$ cat config.mk
export PLATFORM = sky130hd
export DESIGN_NAME = ccbe_ctrl
export DESIGN_NICKNAME = d
export VERILOG_FILES = /design/src/design/ccbe_pkg.sv /design/src/design/ccbe_ctrl.sv
export SDC_FILE = /design/constraint.sdc
export NUM_CORES = 1
export LEC_CHECK = 0
export BUFFER_PORTS_ARGS = -buffer_cell sky130_fd_sc_hd__buf_2
export CAP_MARGIN = 20
export CORE_ASPECT_RATIO = 1.1
export CORE_MARGIN = 1
export CORE_UTILIZATION = 45
export DETAILED_ROUTE_END_ITERATION = 6
export GPL_ROUTABILITY_DRIVEN = 1
export GPL_TIMING_DRIVEN = 0
export PLACE_DENSITY_LB_ADDON = 0.12
export SYNTH_ARGS = -nofsm -noshare
export SYNTH_HDL_FRONTEND = slang
export SYNTH_SLANG_ARGS = --single-unit
$ cat constraint.sdc
create_clock -name i_clk -period 2.24 [get_ports i_clk]
set_input_delay 0.448 -clock i_clk [delete_from_list [all_inputs] [get_ports i_clk]]
set_output_delay 0.448 -clock i_clk [all_outputs]
set_load 0.02 [all_outputs]
$ cat src/design/ccbe_pkg.sv
package ccbe_pkg;

    // CORDIC vectoring steps per arccosine
    localparam int CORDIC_STEPS = 24;
    localparam int CIT_W        = (CORDIC_STEPS > 1) ? $clog2(CORDIC_STEPS) : 1;

    // angle constants, Q32 radians
    localparam logic [35:0] PI_Q32      = 36'd13493037705;
    localparam logic [35:0] HALF_PI_Q32 = 36'd6746518852;

    localparam logic [31:0] ONE_Q30        = 32'h4000_0000;
    localparam logic [63:0] ONE_Q60        = 64'h1000_0000_0000_0000;
    localparam logic [47:0] ENERGY_MAX     = 48'hFFFF_FFFF_FFFF;
    localparam logic [31:0] RIGIDITY_RESET = 32'd65536;

    // multiplier operand selection
    typedef enum logic [2:0] {
        MS_SQ,
        MS_DOT,
        MS_MAG,
        MS_AM,
        MS_ELO,
        MS_EHI
    } t_msel;

    // where the registered product goes
    typedef enum logic [1:0] {
        MD_ACC_SET,
        MD_ACC_ADD,
        MD_AUX_SET
    } t_mdest;

    typedef struct packed {
        logic   capture;
        logic   first_store;
        logic   load_edge;
        logic   closing;
        logic   norm_step;
        logic   unit_zero;
        logic   unit_write;
        logic   mul_go;
        t_msel  mul_sel;
        t_mdest mul_dest;
        logic [1:0] lane;
        logic   pair;
        logic   sqrt_start;
        logic   sqrt_src;
        logic   sqrt_step;
        logic   div_start;
        logic   div_step;
        logic   clamp;
        logic   cord_init;
        logic   cord_step;
        logic   sum_add;
        logic   commit;
        logic   emit;
        logic   emit_short;
    } t_cmd;

    typedef struct packed {
        logic [1:0] seen;
        logic       last;
        logic       edge_zero;
        logic       norm_ok;
        logic       sqrt_last;
        logic       div_last;
        logic       cord_last;
    } t_stat;

    // arctan(2^-i) in Q32 radians
    function automatic logic [31:0] atan_q32(input logic [4:0] idx);
        logic [31:0] v;
        case (idx)
            5'd0:  v = 32'd3373259426;
            5'd1:  v = 32'd1991351318;
            5'd2:  v = 32'd1052175346;
            5'd3:  v = 32'd534100635;
            5'd4:  v = 32'd268086748;
            5'd5:  v = 32'd134174063;
            5'd6:  v = 32'd67103403;
            5'd7:  v = 32'd33553749;
            5'd8:  v = 32'd16777131;
            5'd9:  v = 32'd8388597;
            5'd10: v = 32'd4194303;
            5'd11: v = 32'd2097152;
            5'd12: v = 32'd1048576;
            5'd13: v = 32'd524288;
            5'd14: v = 32'd262144;
            5'd15: v = 32'd131072;
            5'd16: v = 32'd65536;
            5'd17: v = 32'd32768;
            5'd18: v = 32'd16384;
            5'd19: v = 32'd8192;
            5'd20: v = 32'd4096;
            5'd21: v = 32'd2048;
            5'd22: v = 32'd1024;
            5'd23: v = 32'd512;
            5'd24: v = 32'd256;
            5'd25: v = 32'd128;
            5'd26: v = 32'd64;
            5'd27: v = 32'd32;
            5'd28: v = 32'd16;
            5'd29: v = 32'd8;
            5'd30: v = 32'd4;
            default: v = 32'd2;
        endcase
        return v;
    endfunction

endpackage

$ cat src/design/ccbe_ctrl.sv
module ccbe_ctrl import ccbe_pkg::*; (
    input  logic  i_clk,
    input  logic  i_rst_n,
    input  logic  i_in_valid,
    input  logic  i_out_ready,
    input  t_stat i_stat,
    output t_cmd  o_cmd,
    output logic  o_in_ready,
    output logic  o_out_valid
);

    typedef enum logic [29:0] {
        S_IDLE    = 30'h0000_0001,
        S_FIRST   = 30'h0000_0002,
        S_DIFF    = 30'h0000_0004,
        S_NORM    = 30'h0000_0008,
        S_UNITZ   = 30'h0000_0010,
        S_SQ      = 30'h0000_0020,
        S_SQW     = 30'h0000_0040,
        S_RSQRT   = 30'h0000_0080,
        S_RSQRTW  = 30'h0000_0100,
        S_DIV     = 30'h0000_0200,
        S_DIVW    = 30'h0000_0400,
        S_UNIT    = 30'h0000_0800,
        S_DOT     = 30'h0000_1000,
        S_DOTW    = 30'h0000_2000,
        S_CLAMP   = 30'h0000_4000,
        S_MSQ     = 30'h0000_8000,
        S_MSQW    = 30'h0001_0000,
        S_YSQRT   = 30'h0002_0000,
        S_YSQRTW  = 30'h0004_0000,
        S_CINIT   = 30'h0008_0000,
        S_CORD    = 30'h0010_0000,
        S_AMSQ    = 30'h0020_0000,
        S_AMW     = 30'h0040_0000,
        S_SUM     = 30'h0080_0000,
        S_COMMIT  = 30'h0100_0000,
        S_LAST    = 30'h0200_0000,
        S_ENLO    = 30'h0400_0000,
        S_ENHI    = 30'h0800_0000,
        S_ENW     = 30'h1000_0000,
        S_EMIT    = 30'h2000_0000
    } t_state;

    t_state     r_state, n_state;
    logic [1:0] r_k, n_k;
    logic       r_pair, n_pair;
    logic       r_closing, n_closing;
    logic       r_short, n_short;
    logic       r_out_valid, n_out_valid;
    t_cmd       w_cmd;
    t_state     w_post;

    always_ff @(posedge i_clk) begin
        if (!i_rst_n) begin
            r_state     <= S_IDLE;
            r_k         <= '0;
            r_pair      <= 1'b0;
            r_closing   <= 1'b0;
            r_short     <= 1'b0;
            r_out_valid <= 1'b0;
        end else begin
            r_state     <= n_state;
            r_k         <= n_k;
            r_pair      <= n_pair;
            r_closing   <= n_closing;
            r_short     <= n_short;
            r_out_valid <= n_out_valid;
        end
    end

    // after a unit vector: angle with the previous edge, or just advance
    assign w_post = (r_closing || (i_stat.seen != 2'd1)) ? S_DOT : S_COMMIT;

    always_comb begin
        n_state     = r_state;
        n_k         = r_k;
        n_pair      = r_pair;
        n_closing   = r_closing;
        n_short     = r_short;
        n_out_valid = r_out_valid & ~i_out_ready;
        w_cmd            = '0;
        w_cmd.closing    = r_closing;
        w_cmd.lane       = r_k;
        w_cmd.pair       = r_pair;
        w_cmd.emit_short = r_short;
        w_cmd.mul_sel    = MS_SQ;
        w_cmd.mul_dest   = MD_ACC_SET;

        case (r_state)
            S_IDLE: begin
                if (i_in_valid) begin
                    w_cmd.capture = 1'b1;
                    n_closing     = 1'b0;
                    n_state       = (i_stat.seen == 2'd0) ? S_FIRST : S_DIFF;
                end
            end
            S_FIRST: begin
                w_cmd.first_store = 1'b1;
                n_state           = S_LAST;
            end
            S_DIFF: begin
                w_cmd.load_edge = 1'b1;
                n_state         = S_NORM;
            end
            S_NORM: begin
                if (i_stat.edge_zero) begin
                    n_state = S_UNITZ;
                end else if (i_stat.norm_ok) begin
                    n_k     = '0;
                    n_state = S_SQ;
                end else begin
                    w_cmd.norm_step = 1'b1;
                end
            end
            S_UNITZ: begin
                w_cmd.unit_zero = 1'b1;
                n_k             = '0;
                n_pair          = 1'b0;
                n_state         = w_post;
            end
            // squared length, one component a cycle
            S_SQ: begin
                w_cmd.mul_go   = 1'b1;
                w_cmd.mul_sel  = MS_SQ;
                w_cmd.mul_dest = (r_k == 2'd0) ? MD_ACC_SET : MD_ACC_ADD;
                if (r_k == 2'd2) begin
                    n_state = S_SQW;
                end else begin
                    n_k = r_k + 2'd1;
                end
            end
            S_SQW: begin
                n_state = S_RSQRT;
            end
            S_RSQRT: begin
                w_cmd.sqrt_start = 1'b1;
                n_state          = S_RSQRTW;
            end
            S_RSQRTW: begin
                w_cmd.sqrt_step = 1'b1;
                if (i_stat.sqrt_last) begin
                    n_state = S_DIV;
                end
            end
            S_DIV: begin
                w_cmd.div_start = 1'b1;
                n_state         = S_DIVW;
            end
            S_DIVW: begin
                w_cmd.div_step = 1'b1;
                if (i_stat.div_last) begin
                    n_state = S_UNIT;
                end
            end
            S_UNIT: begin
                w_cmd.unit_write = 1'b1;
                n_k              = '0;
                n_pair           = 1'b0;
                n_state          = w_post;
            end
            // dot product, one component a cycle
            S_DOT: begin
                w_cmd.mul_go   = 1'b1;
                w_cmd.mul_sel  = MS_DOT;
                w_cmd.mul_dest = (r_k == 2'd0) ? MD_ACC_SET : MD_ACC_ADD;
                if (r_k == 2'd2) begin
                    n_state = S_DOTW;
                end else begin
                    n_k = r_k + 2'd1;
                end
            end
            S_DOTW: begin
                n_state = S_CLAMP;
            end
            S_CLAMP: begin
                w_cmd.clamp = 1'b1;
                n_state     = S_MSQ;
            end
            S_MSQ: begin
                w_cmd.mul_go   = 1'b1;
                w_cmd.mul_sel  = MS_MAG;
                w_cmd.mul_dest = MD_ACC_SET;
                n_state        = S_MSQW;
            end
            S_MSQW: begin
                n_state = S_YSQRT;
            end
            S_YSQRT: begin
                w_cmd.sqrt_start = 1'b1;
                w_cmd.sqrt_src   = 1'b1;
                n_state          = S_YSQRTW;
            end
            S_YSQRTW: begin
                w_cmd.sqrt_step = 1'b1;
                if (i_stat.sqrt_last) begin
                    n_state = S_CINIT;
                end
            end
            S_CINIT: begin
                w_cmd.cord_init = 1'b1;
                n_state         = S_CORD;
            end
            S_CORD: begin
                w_cmd.cord_step = 1'b1;
                if (i_stat.cord_last) begin
                    n_state = S_AMSQ;
                end
            end
            S_AMSQ: begin
                w_cmd.mul_go   = 1'b1;
                w_cmd.mul_sel  = MS_AM;
                w_cmd.mul_dest = MD_ACC_SET;
                n_state        = S_AMW;
            end
            S_AMW: begin
                n_state = S_SUM;
            end
            S_SUM: begin
                w_cmd.sum_add = 1'b1;
                if (!r_closing) begin
                    n_state = S_COMMIT;
                end else if (!r_pair) begin
                    n_pair  = 1'b1;
                    n_k     = '0;
                    n_state = S_DOT;
                end else begin
                    n_state = S_ENLO;
                end
            end
            S_COMMIT: begin
                w_cmd.commit = 1'b1;
                n_state      = S_LAST;
            end
            S_LAST: begin
                if (!i_stat.last) begin
                    n_state = S_IDLE;
                end else if (i_stat.seen != 2'd3) begin
                    n_short = 1'b1;
                    n_state = S_EMIT;
                end else begin
                    n_closing = 1'b1;
                    n_state   = S_DIFF;
                end
            end
            S_ENLO: begin
                w_cmd.mul_go   = 1'b1;
                w_cmd.mul_sel  = MS_ELO;
                w_cmd.mul_dest = MD_AUX_SET;
                n_short        = 1'b0;
                n_state        = S_ENHI;
            end
            S_ENHI: begin
                w_cmd.mul_go   = 1'b1;
                w_cmd.mul_sel  = MS_EHI;
                w_cmd.mul_dest = MD_ACC_SET;
                n_state        = S_ENW;
            end
            S_ENW: begin
                n_state = S_EMIT;
            end
            // hold until the output register is free
            S_EMIT: begin
                if (!r_out_valid || i_out_ready) begin
                    w_cmd.emit  = 1'b1;
                    n_out_valid = 1'b1;
                    n_short     = 1'b0;
                    n_state     = S_IDLE;
                end
            end
            default: begin
                n_state = S_IDLE;
            end
        endcase
    end

    assign o_cmd       = w_cmd;
    assign o_in_ready  = (r_state == S_IDLE);
    assign o_out_valid = r_out_valid;

endmodule

==> results of run 1 <==
==> synth_stat cells, types with 3 or more instances <==
library cell and instances:
nor4_4 3, nand2b_1 5, nand3_1 5, clkbuf_1 3
nor2_1 28, nor4_1 16, nor2b_1 4, nand4_1 13
o21a_1 5, a21oi_1 5, or4_1 6, nor4b_1 13
o21ai_0 5, a21boi_1 3, buf_2 5, and3_1 3
nor3_1 19, dfxtp_1 36, or3_1 7, buf_4 6
nand4b_1 5, nand2_1 24, xnor2_1 4, inv_1 8
and2_1 3
==> final cells by class <==
| cell class | instances | share of cell area, % |
|---|---|---|
| sequential | 36 | 18.4 |
| buffer | 13 | 2.82 |
| clock inverter | 2 | 0.232 |
| multi-input combinational | 212 | 45.8 |
| tap | 56 | 1.63 |
| clock buffer | 6 | 1.92 |
| inverter | 9 | 0.842 |
| timing repair buffer | 140 | 28.3 |
==> worst max-delay path by stage <==
stage / start / endpoint / slack [ns] / depth (start not counted)
final: r_state[24] / r_state[0] / -0.83 / 10
after global routing: r_state[24] / o_cmd[11] / -0.86 / 8
after CTS: r_state[11] / o_cmd[5] / -0.48 / 6
after detailed placement: r_state[8] / r_state[19] / -0.66 / 8
after global placement: r_state[8] / r_state[4] / -0.64 / 8
after floorplan: r_state[2] / o_cmd[5] / -0.13 / 5
==> stage by stage <==
stage	cells	total power (uW)	setup slack (ns)
5_1_grt	474	2830	-0.861
6_report	474	2790	-0.827
3_3_place_gp	367	1280	-0.643
2_1_floorplan	271	1130	-0.125
4_1_cts	456	2480	-0.481
3_5_place_dp	367	1290	-0.658
==> cells by family (layout without fill, tap and decap cells) <==
logic type	Yosys count	after routing	synth area share, %
xor+xnor	4	4	1.57
fa+ha+maj	2	2	1.12
flops	36	36	32.3
buf+inv	23	170	5.17
compound gates	39	39	13.3
simple gates	167	167	46.5
==> per-layer routing <==
metal	GRT usage, %	share of wire (%)
met1	48.4	33
met2	70.0	44
met3	11.1	13
met4	24.3	9.9
met5	0	0
==> sequential cells by signal (all words and copies together) (netlist names) <==
register     flops
r_state         30
r_k              2
r_pair           1
r_closing        1
o_out_valid      1
r_short          1
==> cell usage in the layout, fill, tap and decap left out, drive strengths merged, types with 2 or more instances in the layout <==
| cell | count |
|---|---|
| buf | 150 |
| nand4 | 14 |
| inv | 9 |
| a21oi | 5 |
| nand4b | 5 |
| o31ai | 2 |
| a21boi | 5 |
| nand2 | 24 |
| nor4 | 20 |
| nor3 | 20 |
| ha | 2 |
| a211oi | 2 |
| clkinv | 2 |
| nand2b | 5 |
| dfxtp | 36 |
| clkbuf | 9 |
| nor2b | 4 |
| and2 | 3 |
| or3 | 7 |
| nand3 | 5 |
| or3b | 2 |
| xnor2 | 4 |
| o21ai | 5 |
| or4 | 6 |
| nor4b | 14 |
| o21a | 5 |
| or4b | 2 |
| and3 | 3 |
| nor2 | 28 |
==> critical path, cell delays in order (launching register included) <==
cell	delay (ns)
dfxtp_2	0.37
nor4_4	0.51
nand4_1	0.28
buf_6	0.19
buf_4	0.14
buf_12	0.13
nor4_1	0.52
a211oi_1	0.20
nand4_1	0.24
o31ai_2	0.11
a22o_1	0.25
==> repair_timing <==
| action | in CTS | in global routing |
|---|---|---|
| gates cloned | 2 | 0 |
| buffers inserted | 80 | 24 |
| setup endpoints to repair | 54 | 55 |
| resized for setup | 155 | 57 |
| pin swaps | 56 | 30 |
| hold buffers | 0 | 0 |
==> where the power goes <==
group | internal, uW | switching, uW | leakage, uW | total, uW
clock network | 246 | 267 | 0.0000510 | 513
registers | 650 | 44.6 | 0.000309 | 694
logic | 758 | 822 | 0.00136 | 1580
==> impl_metrics.env, run 1 <==
export IMPL_fill_cells=171
export IMPL_start_util_pct=47.2
export IMPL_async_reset_ff_share_pct=0
export IMPL_htree_levels=2
export IMPL_finalSetupViolations=55
export IMPL_p_leak_uw=0.00172
export IMPL_timing_rr_end="r_state[0]"
export IMPL_min_from="i_stat[7]"
export IMPL_synth_area_leaders="dfxtp_1 32%, nor4b_1 5.1%, nor2_1 4.7%"
export IMPL_reg2reg_from="r_state[24]"
export IMPL_final_core_util_pct=91.3
export IMPL_fin_area_um2=4310
export IMPL_dr_pass1_iters=5
export IMPL_fin_crit_ns=3.07
export IMPL_regArea_um2=793
export IMPL_cts_buffers=5
export IMPL_clock_latency_ns=0.31
export IMPL_hold_path_class="input port to flip-flop"
export IMPL_grt_pass1_wl_um=16400
export IMPL_grt_ovfl_total=0
export IMPL_postPlaceCellArea_um2=2670
export IMPL_synth_top_area_share_pct=32.3
export IMPL_critPathRequiredTime_ns=2.43
export IMPL_synth_seq_cells=36
export IMPL_grt_max_degree=12
export IMPL_hold_path_end="r_state[1]"
export IMPL_skew_ns=0.00843
export IMPL_synth_edf_count=0
export IMPL_vias=3380
export IMPL_synth_nets=285
export IMPL_cts_sinks=36
export IMPL_yosys_most_used_dff="dfxtp_1"
export IMPL_drcViolationCount=0
export IMPL_syn_to_final_growth_pct=93.3
export IMPL_finalSetupTns_ns=-23.87
export IMPL_report_final_slew_viol_count=0
export IMPL_finalWorstSetupSlack_ns=-0.827
export IMPL_synth_area_um2=2230
export IMPL_max_slew_worst_pin_slew_ns=0.792
export IMPL_clockBufferDepth=2
export IMPL_antenna_found_initial=0
export IMPL_maxCapViolations=0
export IMPL_num_antenna_cells=0
export IMPL_syn_avg_cell_area_um2=8.22
export IMPL_period_share_pct=137
export IMPL_cp_end_kind="flip-flop"
export IMPL_status="finished, violations left"
export IMPL_clockRootBuffer="clkbuf_8"
export IMPL_multi_input_area_um2=1970
export IMPL_wl_per_cell_um=27.5
export IMPL_synthCells=271
export IMPL_grtUsageTotal_pct=41.5
export IMPL_dieHeight_um=75.8
export IMPL_core_region_area_um2=4720
export IMPL_portBuffers=40
export IMPL_dp_hpwl_um=5190
export IMPL_drive_gt1_share_pct=64.6
export IMPL_r2r_slack_ns=-0.83
export IMPL_pin_count=42
export IMPL_drt_iter0_markers=403
export IMPL_worstPathArrival_ns=3.26
export IMPL_worstSetupPathType="flip-flop to flip-flop"
export IMPL_finalHoldViolCount=0
export IMPL_postRouteAntennaNets=0
export IMPL_clkSlewWorstSetupHoldPaths_ns=0.08
export IMPL_vias_per_cell=7.13
export IMPL_worstSetupStartpointType="flip-flop"
export IMPL_dieArea_um2=5240
export IMPL_timing_fmax_ghz=0.326
export IMPL_grt_pass1_vias=2957
export IMPL_holdPathStages=2
export IMPL_timing_hold_ws_ns=0.346
export IMPL_synth_cell_types=56
export IMPL_worst_ir_drop_vdd_mv=0.454
export IMPL_r2r_cells=10
export IMPL_gp_congestion=0.927
export IMPL_fin_nets=431
export IMPL_cts_tree="done"
export IMPL_cp_max_fo=5
export IMPL_violations="negative setup slack"
export IMPL_rsz0062_at_grt="yes"
export IMPL_synth_top_cell_by_area="dfxtp_1"
export IMPL_synth_warnings=0
export IMPL_rows=26
export IMPL_powerDensity_nw_per_um2=647
export IMPL_relSlewSlack_pct=47.2
export IMPL_seq_area_frac_synth_pct=32.3
export IMPL_wl_um=13000
export IMPL_die_w_um=69.1
No activity file was read; power rests on OpenSTA's default activity.
==> inputs of run 2 (changes only) <==
==> constraint.sdc (replaced) <==
create_clock -name i_clk -period 3.5 [get_ports i_clk]
set_input_delay 0 -clock i_clk [delete_from_list [all_inputs] [get_ports i_clk]]
set_output_delay 0 -clock i_clk [all_outputs]
set_load 0.02 [all_outputs]
==> run 2 against run 1 <==
Net effect:
- the flow now finishes without violations
- sequential cell count stayed put
- sequential power is 37% lower
- register-to-register slack better by 1.0 ns
- count of clock-buffer cells in the layout is 2 higher
- die area stayed put
- clock skew is 0.0050 ns lower
- cell count is 20% lower
- critical path type unchanged
- highest routed layer unchanged
==> impl_metrics.env, run 2 (synthesis gave the netlist of run 1 again) <==
export IMPL_status="complete, no violations"
export IMPL_portBuffers=40
export IMPL_dp_hpwl_um=5050
export IMPL_clkSlewWorstSetupHoldPaths_ns=0.07
export IMPL_fin_crit_ns=3.28
export IMPL_final_cell_mix="45 x buf_2, 36 x dfxtp_1, 28 x nor2_1"
export IMPL_p_sw_share_pct=36.7
export IMPL_cp_end_kind="flip-flop"
export IMPL_skew_ns=0.00344
export IMPL_fin_nets=335
export IMPL_drive_gt1_share_pct=22.4
export IMPL_wl_um=6670
export IMPL_powerDensity_nw_per_um2=418
export IMPL_dr_pass1_iters=4
export IMPL_drcViolationCount=0
export IMPL_worstSetupStartpointType="flip-flop"
export IMPL_antenna_found_initial=0
export IMPL_reg_top3="r_state x30, r_k x2"
export IMPL_clock_latency_ns=0.28
export IMPL_htree_levels=2
export IMPL_power_switching_uw=402
export IMPL_timing_fmax_ghz=0.305
export IMPL_dieArea_um2=5240
export IMPL_vias_per_cell=6.16
export IMPL_final_core_util_pct=55.5
export IMPL_combPwrFrac_pct=31.4
export IMPL_layout_commonest_cell="buf_2"
export IMPL_power_frac_clock_pct=28.4
export IMPL_period_share_pct=93.7
export IMPL_pwr_share_seq_pct=40.2
export IMPL_num_antenna_cells=0
export IMPL_postRouteAntennaNets=0
export IMPL_clockBufferDepth=2
export IMPL_drt_iter0_markers=199
export IMPL_relSlewSlack_pct=55.3
export IMPL_fill_cells=485
export IMPL_wl_per_cell_um=17.6
export IMPL_max_slew_worst_pin_slew_ns=0.665
export IMPL_p_int_uw=692
export IMPL_critical_path_max_stage_delay_ns=0.68
export IMPL_critPathRequiredTime_ns=3.68
export IMPL_pin_count=42
export IMPL_worst_ir_drop_vdd_mv=0.286
export IMPL_grt_pass1_vias=2076
export IMPL_cp_common_cell="nor4_1"
export IMPL_grt_max_degree=11
export IMPL_largest_reg_flops=30
export IMPL_path_cells="nor4_2, nand4_1, nor4_1, nor3_1, nand4_2, nor4_1, dlygate4sd3_1"
export IMPL_slowest_stage="nor4_1"
export IMPL_dp_slack_ns=0.510
export IMPL_syn_to_final_growth_pct=17.5
export IMPL_cp_max_fo=9
export IMPL_start_util_pct=47.2
export IMPL_cts_tree="done"
export IMPL_grt_pass1_wl_um=10400
export IMPL_p_leak_uw=0.00105
export IMPL_maxCapViolations=0
export IMPL_layoutNonFillerInstCount=378
export IMPL_place_inst=367
export IMPL_hold_buffers=3
export IMPL_finalSetupTns_ns=0
export IMPL_clockRootBuffer="clkbuf_8"
export IMPL_worstPathArrival_ns=3.46
export IMPL_finalWorstSetupSlack_ns=0.220
export IMPL_top_register="r_state"
export IMPL_grt_ovfl_total=0
export IMPL_rsz0062_at_grt="no"
export IMPL_ctsResizeCount=0
export IMPL_die_w_um=69.1
export IMPL_core_region_area_um2=4720
export IMPL_post_cts_buffers=0
export IMPL_hold_path_class="input port to flip-flop"
export IMPL_dieHeight_um=75.8
export IMPL_report_final_slew_viol_count=0
export IMPL_cts_sinks=36
export IMPL_cts_buffers=5
export IMPL_vias=2328
export IMPL_finalSetupViolations=0
export IMPL_finalHoldViolCount=0
export IMPL_rows=26
export IMPL_gp_congestion=0.967
export IMPL_grtUsageTotal_pct=25.6
export IMPL_worstSetupPathType="flip-flop to flip-flop"
-- run 2: changes by cell type in the layout (fill, tap and decap cells not counted), moves of 12 or more --
cell,previous run,this run
buf_4,81,6
buf_6,47,0
dfxtp_1,6,36
buf_2,17,45
dfxtp_2,16,0
dfxtp_4,14,0
nor3_1,5,19
nor2_1,16,28
-- run 2: final timing paths --
kind / start / to / slack [ns] / depth (start not counted)
setup / recovery: r_state[8] / r_state[1] / 0.22 / 7
hold / removal: i_stat[7] / r_state[2] / 0.04 / 3
setup reg to reg: r_state[8] / r_state[1] / 0.22 / 7
hold reg to reg: r_k[0] / r_k[0] / 0.47 / 2
-- run 2: routing by layer --
layer  part of all wire [%]  track usage [%]  vias to the layer above
met1                     44             33.1                     1103
met5                      0                0                        -
li1                       -                -                     1135
met4                   0.97             8.39                        0
met2                     48             43.4                       84
met3                    7.4             5.03                        6
-- run 2: power by group through the flow --
stage	Clock, uW	Sequential (uW)	Combinational (uW)
after global routing	334	443	375
after floorplan	0	446	238
final	311	440	343
after CTS	311	440	338
after global placement	0	449	330
after detailed placement	0	449	332
-- run 2: area by class of cell --
type                            count  area, um^2  area share, %
Buffer                             14        81.3           3.11
Clock buffer                        8        90.1           3.44
Inverter                            9        33.8           1.29
Multi-Input combinational cell    212        1390           53.2
Sequential cell                    36         721           27.5
Tap cell                           56        70.1           2.68
Timing Repair Buffer               43         230           8.79
-- run 2: metrics by stage --
step / power (uW) / hold WS, ns / instance area (um^2)
floorplan: 684 / 0.0781 / 2230
global placement: 779 / 0.213 / 2500
detailed placement: 781 / 0.219 / 2500
CTS: 1090 / 0.0400 / 2620
global route: 1150 / 0.0478 / 2620
finish: 1090 / 0.0434 / 2620
-- run 2: critical path: cells and delay by family, from the launching register on --
family / cells / cell delay (ns)
buffers and inverters: 1 / 0.56
DFF: 1 / 0.38
and+or+nand+nor: 6 / 2.22
